## config.mk

```make
export PLATFORM = sky130hd
export DESIGN_NAME = burckhardt_three_phasor_encoder_unit
export DESIGN_NICKNAME = d
export VERILOG_FILES = /design/src/hw/rtl/bte_pkg.sv /design/src/hw/rtl/bte_front.sv /design/src/hw/rtl/bte_decide.sv /design/src/hw/rtl/bte_finish.sv /design/src/hw/rtl/burckhardt_three_phasor_encoder_unit.sv
export SDC_FILE = /design/constraint.sdc
export NUM_CORES = 2
export LEC_CHECK = 0
export ABC_AREA = 1
export ABC_CLOCK_PERIOD_IN_PS = 6000
export BUFFER_PORTS_ARGS = -buffer_cell sky130_fd_sc_hd__buf_4
export CORE_ASPECT_RATIO = 0.7
export CORE_UTILIZATION = 40
export DETAILED_ROUTE_END_ITERATION = 16
export PLACE_DENSITY = 0.61
export SLEW_MARGIN = 25
export SYNTH_ARGS = -nofsm -noshare
export SYNTH_HDL_FRONTEND = slang
export SYNTH_SLANG_ARGS = --single-unit
export TNS_END_PERCENT = 20
```

## constraint.sdc

```tcl
create_clock -name clk -period 6 [get_ports clk]
set_input_delay 1.2 -clock clk [delete_from_list [all_inputs] [get_ports clk]]
set_output_delay 1.2 -clock clk [all_outputs]
set_load 0.02 [all_outputs]
```

## src/hw/rtl/bte_pkg.sv

```systemverilog
package bte_pkg;

    // default sample width, Q1.(SAMPLE_BITS-1)
    localparam int SAMPLE_BITS_DEF = 16;

    // extra fraction bits carried through the weight math
    localparam int FRAC_EXTRA = 20;

    // round(2^20 / sqrt(3)), Q0.20
    localparam int INV_SQRT3_Q = 605396;

    // phase sector codes
    localparam logic [1:0] SECTOR_0 = 2'd0;
    localparam logic [1:0] SECTOR_1 = 2'd1;
    localparam logic [1:0] SECTOR_2 = 2'd2;

    // side info that rides with an item once the sector is known
    typedef struct packed {
        logic       last;
        logic [1:0] sector;
    } bte_ctl_t;

endpackage

```

## src/hw/rtl/bte_front.sv

```systemverilog
module bte_front
    import bte_pkg::*;
#(
    parameter int SAMPLE_BITS = SAMPLE_BITS_DEF
)
(
    input  logic                          clk,
    input  logic                          rst_n,
    input  logic                          in_valid,
    output logic                          in_ready,
    input  logic signed [SAMPLE_BITS-1:0] real_part,
    input  logic signed [SAMPLE_BITS-1:0] imag_part,
    input  logic                          last_pixel,
    output logic                          out_valid,
    input  logic                          out_ready,
    output logic signed [SAMPLE_BITS-1:0] x_out,
    output logic signed [SAMPLE_BITS+20:0] t_out,
    output logic [2*SAMPLE_BITS-1:0]      xx_out,
    output logic [2*SAMPLE_BITS-1:0]      yy_out,
    output logic                          y_zero,
    output logic                          last_out
);

    localparam logic signed [20:0] INV_K = 21'(INV_SQRT3_Q);

    logic                           valid_reg;
    logic                           valid_next;
    logic signed [SAMPLE_BITS-1:0]  x_reg;
    logic signed [SAMPLE_BITS+20:0] t_reg;
    logic [2*SAMPLE_BITS-1:0]       xx_reg;
    logic [2*SAMPLE_BITS-1:0]       yy_reg;
    logic                           yz_reg;
    logic                           last_reg;

    logic signed [SAMPLE_BITS+20:0]  t_prod;
    logic signed [2*SAMPLE_BITS-1:0] xx_prod;
    logic signed [2*SAMPLE_BITS-1:0] yy_prod;
    logic                            load;

    // t = y / sqrt3 in Q.(SAMPLE_BITS-1+20); squares feed the sector test
    assign t_prod  = (SAMPLE_BITS+21)'(imag_part) * (SAMPLE_BITS+21)'(INV_K);
    assign xx_prod = (2*SAMPLE_BITS)'(real_part) * (2*SAMPLE_BITS)'(real_part);
    assign yy_prod = (2*SAMPLE_BITS)'(imag_part) * (2*SAMPLE_BITS)'(imag_part);

    assign in_ready = ~valid_reg | out_ready;
    assign load     = in_valid & in_ready;

    always_comb
    begin
        valid_next = valid_reg;
        if (in_ready)
        begin
            valid_next = in_valid;
        end
    end

    always_ff @(posedge clk or negedge rst_n)
    begin
        if (!rst_n)
        begin
            valid_reg <= 1'b0;
        end
        else
        begin
            valid_reg <= valid_next;
        end
    end

    always_ff @(posedge clk)
    begin
        if (load)
        begin
            x_reg    <= real_part;
            t_reg    <= t_prod;
            xx_reg   <= xx_prod;
            yy_reg   <= yy_prod;
            yz_reg   <= (imag_part == '0);
            last_reg <= last_pixel;
        end
    end

    assign out_valid = valid_reg;
    assign x_out     = x_reg;
    assign t_out     = t_reg;
    assign xx_out    = xx_reg;
    assign yy_out    = yy_reg;
    assign y_zero    = yz_reg;
    assign last_out  = last_reg;

endmodule

```

## src/hw/rtl/bte_decide.sv

```systemverilog
module bte_decide
    import bte_pkg::*;
#(
    parameter int SAMPLE_BITS = SAMPLE_BITS_DEF,
    localparam int WA = SAMPLE_BITS + 22
)
(
    input  logic                           clk,
    input  logic                           rst_n,
    input  logic                           in_valid,
    output logic                           in_ready,
    input  logic signed [SAMPLE_BITS-1:0]  x_in,
    input  logic signed [SAMPLE_BITS+20:0] t_in,
    input  logic [2*SAMPLE_BITS-1:0]       xx_in,
    input  logic [2*SAMPLE_BITS-1:0]       yy_in,
    input  logic                           y_zero,
    input  logic                           last_in,
    output logic                           out_valid,
    input  logic                           out_ready,
    output logic signed [WA-1:0]           first_out,
    output logic signed [WA-1:0]           second_out,
    output bte_ctl_t                       ctl_out
);

    // stage 2: sector and the three candidate sums
    logic              v2_reg;
    logic              v2_next;
    logic signed [WA-1:0] p_reg;
    logic signed [WA-1:0] q_reg;
    logic signed [WA-1:0] d_reg;
    bte_ctl_t          c2_reg;

    // stage 3: weights picked for the sector
    logic              v3_reg;
    logic              v3_next;
    logic signed [WA-1:0] f_reg;
    logic signed [WA-1:0] s_reg;
    bte_ctl_t          c3_reg;

    logic [2*SAMPLE_BITS+1:0] xx3;
    logic                     steep;
    logic [1:0]               sec;
    logic signed [WA-1:0]     xs_w;
    logic signed [WA-1:0]     t_w;
    logic signed [WA-1:0]     f_sel;
    logic signed [WA-1:0]     s_sel;
    logic                     rdy2;
    logic                     x_neg;

    assign x_neg = x_in[SAMPLE_BITS-1];
    assign xx3   = {2'b00, xx_in} + {1'b0, xx_in, 1'b0};
    assign steep = ({2'b00, yy_in} > xx3);

    // phase 0 lands in sector 0, phase 180 in sector 1
    always_comb
    begin
        if (y_zero)
        begin
            sec = x_neg ? SECTOR_1 : SECTOR_0;
        end
        else if (!t_in[SAMPLE_BITS+20])
        begin
            sec = (!x_neg || steep) ? SECTOR_0 : SECTOR_1;
        end
        else
        begin
            sec = (!x_neg || steep) ? SECTOR_2 : SECTOR_1;
        end
    end

    assign xs_w = WA'(x_in) <<< FRAC_EXTRA;
    assign t_w  = WA'(t_in);

    assign rdy2     = ~v3_reg | out_ready;
    assign in_ready = ~v2_reg | rdy2;

    always_comb
    begin
        v2_next = v2_reg;
        if (in_ready)
        begin
            v2_next = in_valid;
        end
        v3_next = v3_reg;
        if (rdy2)
        begin
            v3_next = v2_reg;
        end
    end

    always_ff @(posedge clk or negedge rst_n)
    begin
        if (!rst_n)
        begin
            v2_reg <= 1'b0;
            v3_reg <= 1'b0;
        end
        else
        begin
            v2_reg <= v2_next;
            v3_reg <= v3_next;
        end
    end

    always_ff @(posedge clk)
    begin
        if (in_valid && in_ready)
        begin
            p_reg         <= xs_w + t_w;
            q_reg         <= xs_w - t_w;
            d_reg         <= t_w <<< 1;
            c2_reg.sector <= sec;
            c2_reg.last   <= last_in;
        end
    end

    // sector 0: x+t, 2t   sector 1: t-x, -x-t   sector 2: -2t, x-t
    always_comb
    begin
        case (c2_reg.sector)
            SECTOR_0:
            begin
                f_sel = p_reg;
                s_sel = d_reg;
            end
            SECTOR_1:
            begin
                f_sel = -q_reg;
                s_sel = -p_reg;
            end
            SECTOR_2:
            begin
                f_sel = -d_reg;
                s_sel = q_reg;
            end
            default:
            begin
                f_sel = '0;
                s_sel = '0;
            end
        endcase
    end

    always_ff @(posedge clk)
    begin
        if (v2_reg && rdy2)
        begin
            f_reg  <= f_sel;
            s_reg  <= s_sel;
            c3_reg <= c2_reg;
        end
    end

    assign out_valid  = v3_reg;
    assign first_out  = f_reg;
    assign second_out = s_reg;
    assign ctl_out    = c3_reg;

endmodule

```

## src/hw/rtl/bte_finish.sv

```systemverilog
module bte_finish
    import bte_pkg::*;
#(
    parameter int SAMPLE_BITS = SAMPLE_BITS_DEF,
    localparam int WA = SAMPLE_BITS + 22
)
(
    input  logic                   clk,
    input  logic                   rst_n,
    input  logic                   in_valid,
    output logic                   in_ready,
    input  logic signed [WA-1:0]   first_in,
    input  logic signed [WA-1:0]   second_in,
    input  bte_ctl_t               ctl_in,
    output logic                   out_valid,
    input  logic                   out_ready,
    output logic [SAMPLE_BITS-1:0] weight_zero,
    output logic [SAMPLE_BITS-1:0] weight_one,
    output logic [SAMPLE_BITS-1:0] weight_two,
    output bte_ctl_t               ctl_out
);

    localparam int RW = WA + 1 - FRAC_EXTRA;
    localparam logic signed [WA:0] HALF_LSB = (WA+1)'(1) <<< (FRAC_EXTRA - 1);

    logic                   valid_reg;
    logic                   valid_next;
    logic [SAMPLE_BITS-1:0] w0_reg;
    logic [SAMPLE_BITS-1:0] w1_reg;
    logic [SAMPLE_BITS-1:0] w2_reg;
    bte_ctl_t               ctl_reg;

    logic signed [WA-1:0]   scaled [2];
    logic signed [WA:0]     rnd [2];
    logic [RW-1:0]          rsh [2];
    logic [SAMPLE_BITS-1:0] fin [2];
    logic [SAMPLE_BITS-1:0] w0_n;
    logic [SAMPLE_BITS-1:0] w1_n;
    logic [SAMPLE_BITS-1:0] w2_n;

    assign scaled[0] = first_in;
    assign scaled[1] = second_in;

    // round to nearest, clamp at zero, saturate at full scale
    always_comb
    begin
        for (int i = 0; i < 2; i++)
        begin
            rnd[i] = (WA+1)'(scaled[i]) + HALF_LSB;
            rsh[i] = rnd[i][WA:FRAC_EXTRA];
            if (scaled[i][WA-1] || (scaled[i] == '0))
            begin
                fin[i] = '0;
            end
            else if (rsh[i][RW-1:SAMPLE_BITS] != '0)
            begin
                fin[i] = '1;
            end
            else
            begin
                fin[i] = rsh[i][SAMPLE_BITS-1:0];
            end
        end
    end

    // first weight on phasor k, second on k+1 mod 3
    always_comb
    begin
        case (ctl_in.sector)
            SECTOR_0:
            begin
                w0_n = fin[0];
                w1_n = fin[1];
                w2_n = '0;
            end
            SECTOR_1:
            begin
                w0_n = '0;
                w1_n = fin[0];
                w2_n = fin[1];
            end
            SECTOR_2:
            begin
                w0_n = fin[1];
                w1_n = '0;
                w2_n = fin[0];
            end
            default:
            begin
                w0_n = '0;
                w1_n = '0;
                w2_n = '0;
            end
        endcase
    end

    assign in_ready = ~valid_reg | out_ready;

    always_comb
    begin
        valid_next = valid_reg;
        if (in_ready)
        begin
            valid_next = in_valid;
        end
    end

    always_ff @(posedge clk or negedge rst_n)
    begin
        if (!rst_n)
        begin
            valid_reg <= 1'b0;
        end
        else
        begin
            valid_reg <= valid_next;
        end
    end

    always_ff @(posedge clk)
    begin
        if (in_valid && in_ready)
        begin
            w0_reg  <= w0_n;
            w1_reg  <= w1_n;
            w2_reg  <= w2_n;
            ctl_reg <= ctl_in;
        end
    end

    assign out_valid   = valid_reg;
    assign weight_zero = w0_reg;
    assign weight_one  = w1_reg;
    assign weight_two  = w2_reg;
    assign ctl_out     = ctl_reg;

endmodule

```

## src/hw/rtl/burckhardt_three_phasor_encoder_unit.sv

```systemverilog
// Channel   Dir  Handshake          Payload
// s_*       in   s_tvalid/s_tready  s_tdata: real_part, imag_part; s_tlast: last_pixel
// m_*       out  m_tvalid/m_tready  m_tdata: weight_zero/one/two; m_tuser: sector;
//                                   m_tlast: last_out
//
// Four register stages: products and squares, sector test and candidate sums,
// per-sector selection and negation, then rounding/saturation into the output
// register. One item per cycle sustained while the output is not stalled.
// Each stage has its own valid bit and takes a new item when empty or when
// the stage after it moves, so bubbles close up and a stall holds every item.
// Reset (rst_n, async) clears only the valid bits.
module burckhardt_three_phasor_encoder_unit
    import bte_pkg::*;
#(
    parameter int SAMPLE_BITS = SAMPLE_BITS_DEF,
    localparam int IN_DATA_W = ((2 * SAMPLE_BITS + 7) / 8) * 8,
    localparam int OUT_DATA_W = ((3 * SAMPLE_BITS + 7) / 8) * 8
)
(
    input  logic                  clk,
    input  logic                  rst_n,
    input  logic                  s_tvalid,
    output logic                  s_tready,
    input  logic [IN_DATA_W-1:0]  s_tdata,   // real_part, imag_part, zero pad
    input  logic                  s_tlast,   // last_pixel
    output logic                  m_tvalid,
    input  logic                  m_tready,
    output logic [OUT_DATA_W-1:0] m_tdata,   // weight_zero, weight_one, weight_two, zero pad
    output logic [1:0]            m_tuser,   // sector
    output logic                  m_tlast    // last_out
);

    localparam int WA = SAMPLE_BITS + 22;

    // stage 1 -> 2
    logic                           v1;
    logic                           r1;
    logic signed [SAMPLE_BITS-1:0]  x1;
    logic signed [SAMPLE_BITS+20:0] t1;
    logic [2*SAMPLE_BITS-1:0]       xx1;
    logic [2*SAMPLE_BITS-1:0]       yy1;
    logic                           yz1;
    logic                           last1;

    // stage 3 -> 4
    logic                 v3;
    logic                 r3;
    logic signed [WA-1:0] first3;
    logic signed [WA-1:0] second3;
    bte_ctl_t             ctl3;

    logic [SAMPLE_BITS-1:0] w0;
    logic [SAMPLE_BITS-1:0] w1;
    logic [SAMPLE_BITS-1:0] w2;
    bte_ctl_t               ctl4;

    bte_front #(.SAMPLE_BITS(SAMPLE_BITS)) u_front
    (
        .clk        (clk),
        .rst_n      (rst_n),
        .in_valid   (s_tvalid),
        .in_ready   (s_tready),
        .real_part  (s_tdata[SAMPLE_BITS-1:0]),
        .imag_part  (s_tdata[2*SAMPLE_BITS-1:SAMPLE_BITS]),
        .last_pixel (s_tlast),
        .out_valid  (v1),
        .out_ready  (r1),
        .x_out      (x1),
        .t_out      (t1),
        .xx_out     (xx1),
        .yy_out     (yy1),
        .y_zero     (yz1),
        .last_out   (last1)
    );

    bte_decide #(.SAMPLE_BITS(SAMPLE_BITS)) u_decide
    (
        .clk        (clk),
        .rst_n      (rst_n),
        .in_valid   (v1),
        .in_ready   (r1),
        .x_in       (x1),
        .t_in       (t1),
        .xx_in      (xx1),
        .yy_in      (yy1),
        .y_zero     (yz1),
        .last_in    (last1),
        .out_valid  (v3),
        .out_ready  (r3),
        .first_out  (first3),
        .second_out (second3),
        .ctl_out    (ctl3)
    );

    bte_finish #(.SAMPLE_BITS(SAMPLE_BITS)) u_finish
    (
        .clk         (clk),
        .rst_n       (rst_n),
        .in_valid    (v3),
        .in_ready    (r3),
        .first_in    (first3),
        .second_in   (second3),
        .ctl_in      (ctl3),
        .out_valid   (m_tvalid),
        .out_ready   (m_tready),
        .weight_zero (w0),
        .weight_one  (w1),
        .weight_two  (w2),
        .ctl_out     (ctl4)
    );

    assign m_tdata = OUT_DATA_W'({w2, w1, w0});
    assign m_tuser = ctl4.sector;
    assign m_tlast = ctl4.last;

    // sector code on the output is always a real sector
    a_sector_code: assert property (@(posedge clk) disable iff (!rst_n)
        m_tvalid |-> (m_tuser == SECTOR_0 || m_tuser == SECTOR_1 || m_tuser == SECTOR_2))
        else $error("bad sector code on output");

    // the phasor not used by the sector carries zero weight
    a_unused_zero: assert property (@(posedge clk) disable iff (!rst_n)
        m_tvalid |-> ((m_tuser == SECTOR_0 && w2 == '0) ||
                      (m_tuser == SECTOR_1 && w0 == '0) ||
                      (m_tuser == SECTOR_2 && w1 == '0)))
        else $error("unused phasor weight not zero");

    // input backs up only when the whole pipe is full and the output stalls
    a_full_stall: assert property (@(posedge clk) disable iff (!rst_n)
        !s_tready |-> (m_tvalid && !m_tready && v1 && v3))
        else $error("input stalled with room in the pipeline");

    // an output item held while m_tready is low must not be dropped
    a_no_overrun: assert property (@(posedge clk) disable iff (!rst_n)
        (m_tvalid && !m_tready) |=> m_tvalid)
        else $error("output item dropped");

endmodule
```

==> results.cfg <==
[global_route]
grt_pass1_wl_um = 188000
grt_usage_pct = 21.7
busiest_layer = met2
use_met3_pct = 3.50
gr-usage-met1_pct = 32.8
grt-ovfl-total = 0
first_global_vias = 34700
antenna_found_initial = 2
grt_start_max_net_pins = 52
use_met2_pct = 33.1

[cts]
clk_latency_ns = 0.56
cts.reportedPaths.clkPinSlew_ns = 0.06
cts_buffers = 36
max-clock-path-buffers = 3
clock-sinks = 334
clock-root-buffer = clkbuf_16
holdBufCountCts = 0
h-tree-depth = 2
cts_tree = built

[logic_synthesis]
synth_cells = 4852
netlist.area_leader.share_pct = 25.9
syn_nets = 5893
yosysTopAreaCell = fa_1
yosys_warnings = 0
synthFlopType = edfxtp_1
synth_edf_count = 330
yosysMostFrequentCell = inv_1
ys_types = 59
avgSynthCellArea_um2 = 8.90
ys_seq_area_share_pct = 23.2
synth_seq_cells = 334
synth_area_leaders = fa_1 (26%), edfxtp_1 (23%), ha_1 (13%), inv_1 (11%), nand2_1 (6.3%)
netlist_area_um2 = 43200
synthTopCellsByCount = inv_1 (1245), nand2_1 (727), fa_1 (558), ha_1 (446), edfxtp_1 (330)
synthArstFlopShare_pct = 1.20

[setup_path]
max_stage_delay_ns = 0.60
arrival_ns = 6.36
path_class = input pin to flop
regToRegSetupSlack_ns = 1.60
r2r-start = u_front.xx_out[3]
slowest_stage = fa_2
r2r-end = u_decide.c2_reg[1]
path_max_fanout = 8
path_cells = buf_12 -> clkbuf_16 -> nand2_4 -> inv_4 -> fa_2 -> buf_4 -> fa_2 -> buf_6 -> fa_1 -> fa_2 -> fa_1 -> inv_2 -> fa_1 -> inv_2 -> ha_4 -> nand2_4 -> buf_4 -> nor4_4 -> nand3_1 -> o211ai_1 -> xor2_1
crit_required_ns = 6.30
end_kind = flop
start_kind = input pin
reg2reg_depth = 23

[detailed_routing]
vias_per_cell = 4.91
dr.pass1.iters = 6
routed_wl_um = 117000
ant_nets = 0
drc = 0
drtIter0Drc = 2449
vias = 33794
wire_per_inst_um = 17.0

[floorplanning]
row_count = 100
die_x_um = 395
coreArea_um2 = 107000
io_pins = 90
die_area_um2 = 109000
start_util_pct = 40.5
die_h_um = 277

[timing]
rsz0062_at_grt = yes
worst_slack_ns = -0.0644
worst_pin_slew_ns = 0.876
fin_skew_ns = 0.0195
fmax_ghz = 0.165
fin_crit_sh_pct = 101
fin_crit_ns = 6.06
finalMaxSlewViolations = 0
setup_violations = 4
max_slew_margin_pct = 41.6
report.final.hold_viol_count = 0

[placement]
gp_congestion = 0.924
io_buffers = 89
dp_hpwl_um = 99600

[final_layout]
syn_to_final_growth_pct = 21.3
final_layout_size_suffix_gt1_share_pct = 19.0
layout.nets = 6469
fin_util_pct = 49.2

[status]
violations = setup timing
status = finished with violations

[job]
cap_viol_max_count = 0

[min_path]
hold_path_end = u_finish.ctl_out[2]
worstHoldPathCells = 0
hp-start = u_decide.ctl_out[2]
hold_path_class = flop to flop
## worst max-delay path: cells and delay by family
kind,cells,cell delay (ns)
xor+xnor,1,0.10
compound gates,1,0.12
simple gates,4,0.54
buf+inv,8,0.89
fa+ha+maj,7,3.51
## layout by cell type, fill, tap and decap left out, types with 105 or more instances in the layout
master	synthesis	layout
inv_1	1245	1187
nand2_1	727	668
buf_4	1	579
fa_1	558	527
ha_1	446	398
edfxtp_1	330	330
nor2_1	246	234
a21oi_1	219	190
nand3_1	187	181
xor2_1	151	150
o21ai_0	119	105
## layer usage
metal,wire [µm],vias up
met5,0,-
met4,1450,0
met3,7220,91
met2,50400,870
met1,57900,16396
li1,-,16437
## how the worst max path moves through the flow
stage                 from            endpoint  slack [ns]  depth (start not counted)
6_report       s_tdata[31]  u_front.yy_out[29]       -0.06                         21
3_5_place_dp   s_tdata[15]  u_front.xx_out[24]       -0.97                         19
3_3_place_gp   s_tdata[15]  u_front.xx_out[24]       -0.95                         19
5_1_grt        s_tdata[31]  u_front.yy_out[30]       -0.21                         21
2_1_floorplan  s_tdata[14]  u_front.xx_out[28]       -0.46                         23
4_1_cts        s_tdata[31]  u_front.yy_out[31]       -0.07                         20
## what timing repair did
item                       4_1_cts  5_1_grt
resized for setup               42      204
cloned                           0        2
setup endpoints to repair       22       48
pin swaps                       14      121
setup buffers                    5       23
## layout make-up
cell class,count,area [µm²]
inverters,1249,4720
flip-flops and latches,334,10000
clock inverters,17,214
multi-input cells,3167,29400
well taps,1428,1790
diodes,1,2.50
fillers,10047,54200
repair buffers,640,5300
clock buffers,48,966
## kinds of logic after synthesis
kind of cell,count (synthesis),share of synthesized area [%]
simple gates,1373,13.8
buf+inv,1351,11.8
fa+ha+maj,1004,38.8
compound gates,553,7.61
flops,334,23.2
xor+xnor,236,4.80
mux,1,0.0261
## per-stage QoR
step           hold slack (ns)  worst slack (ns)  TNS [ns]  std cells  cell area [µm²]
2_1_floorplan            0.400            -0.462     -6.01       4852            44200
3_3_place_gp             0.402            -0.950    -29.14       6789            50100
3_5_place_dp             0.405            -0.969    -31.30       6789            50100
4_1_cts                  0.402           -0.0655    -0.244       6859            51500
5_1_grt                  0.412            -0.209     -2.16       6884            52400
6_report                 0.418           -0.0644    -0.184       6884            52400
Power is left out: the tool's default activity adds up to more than one toggle a clock period on the data nets, which glitch-free logic cannot reach.
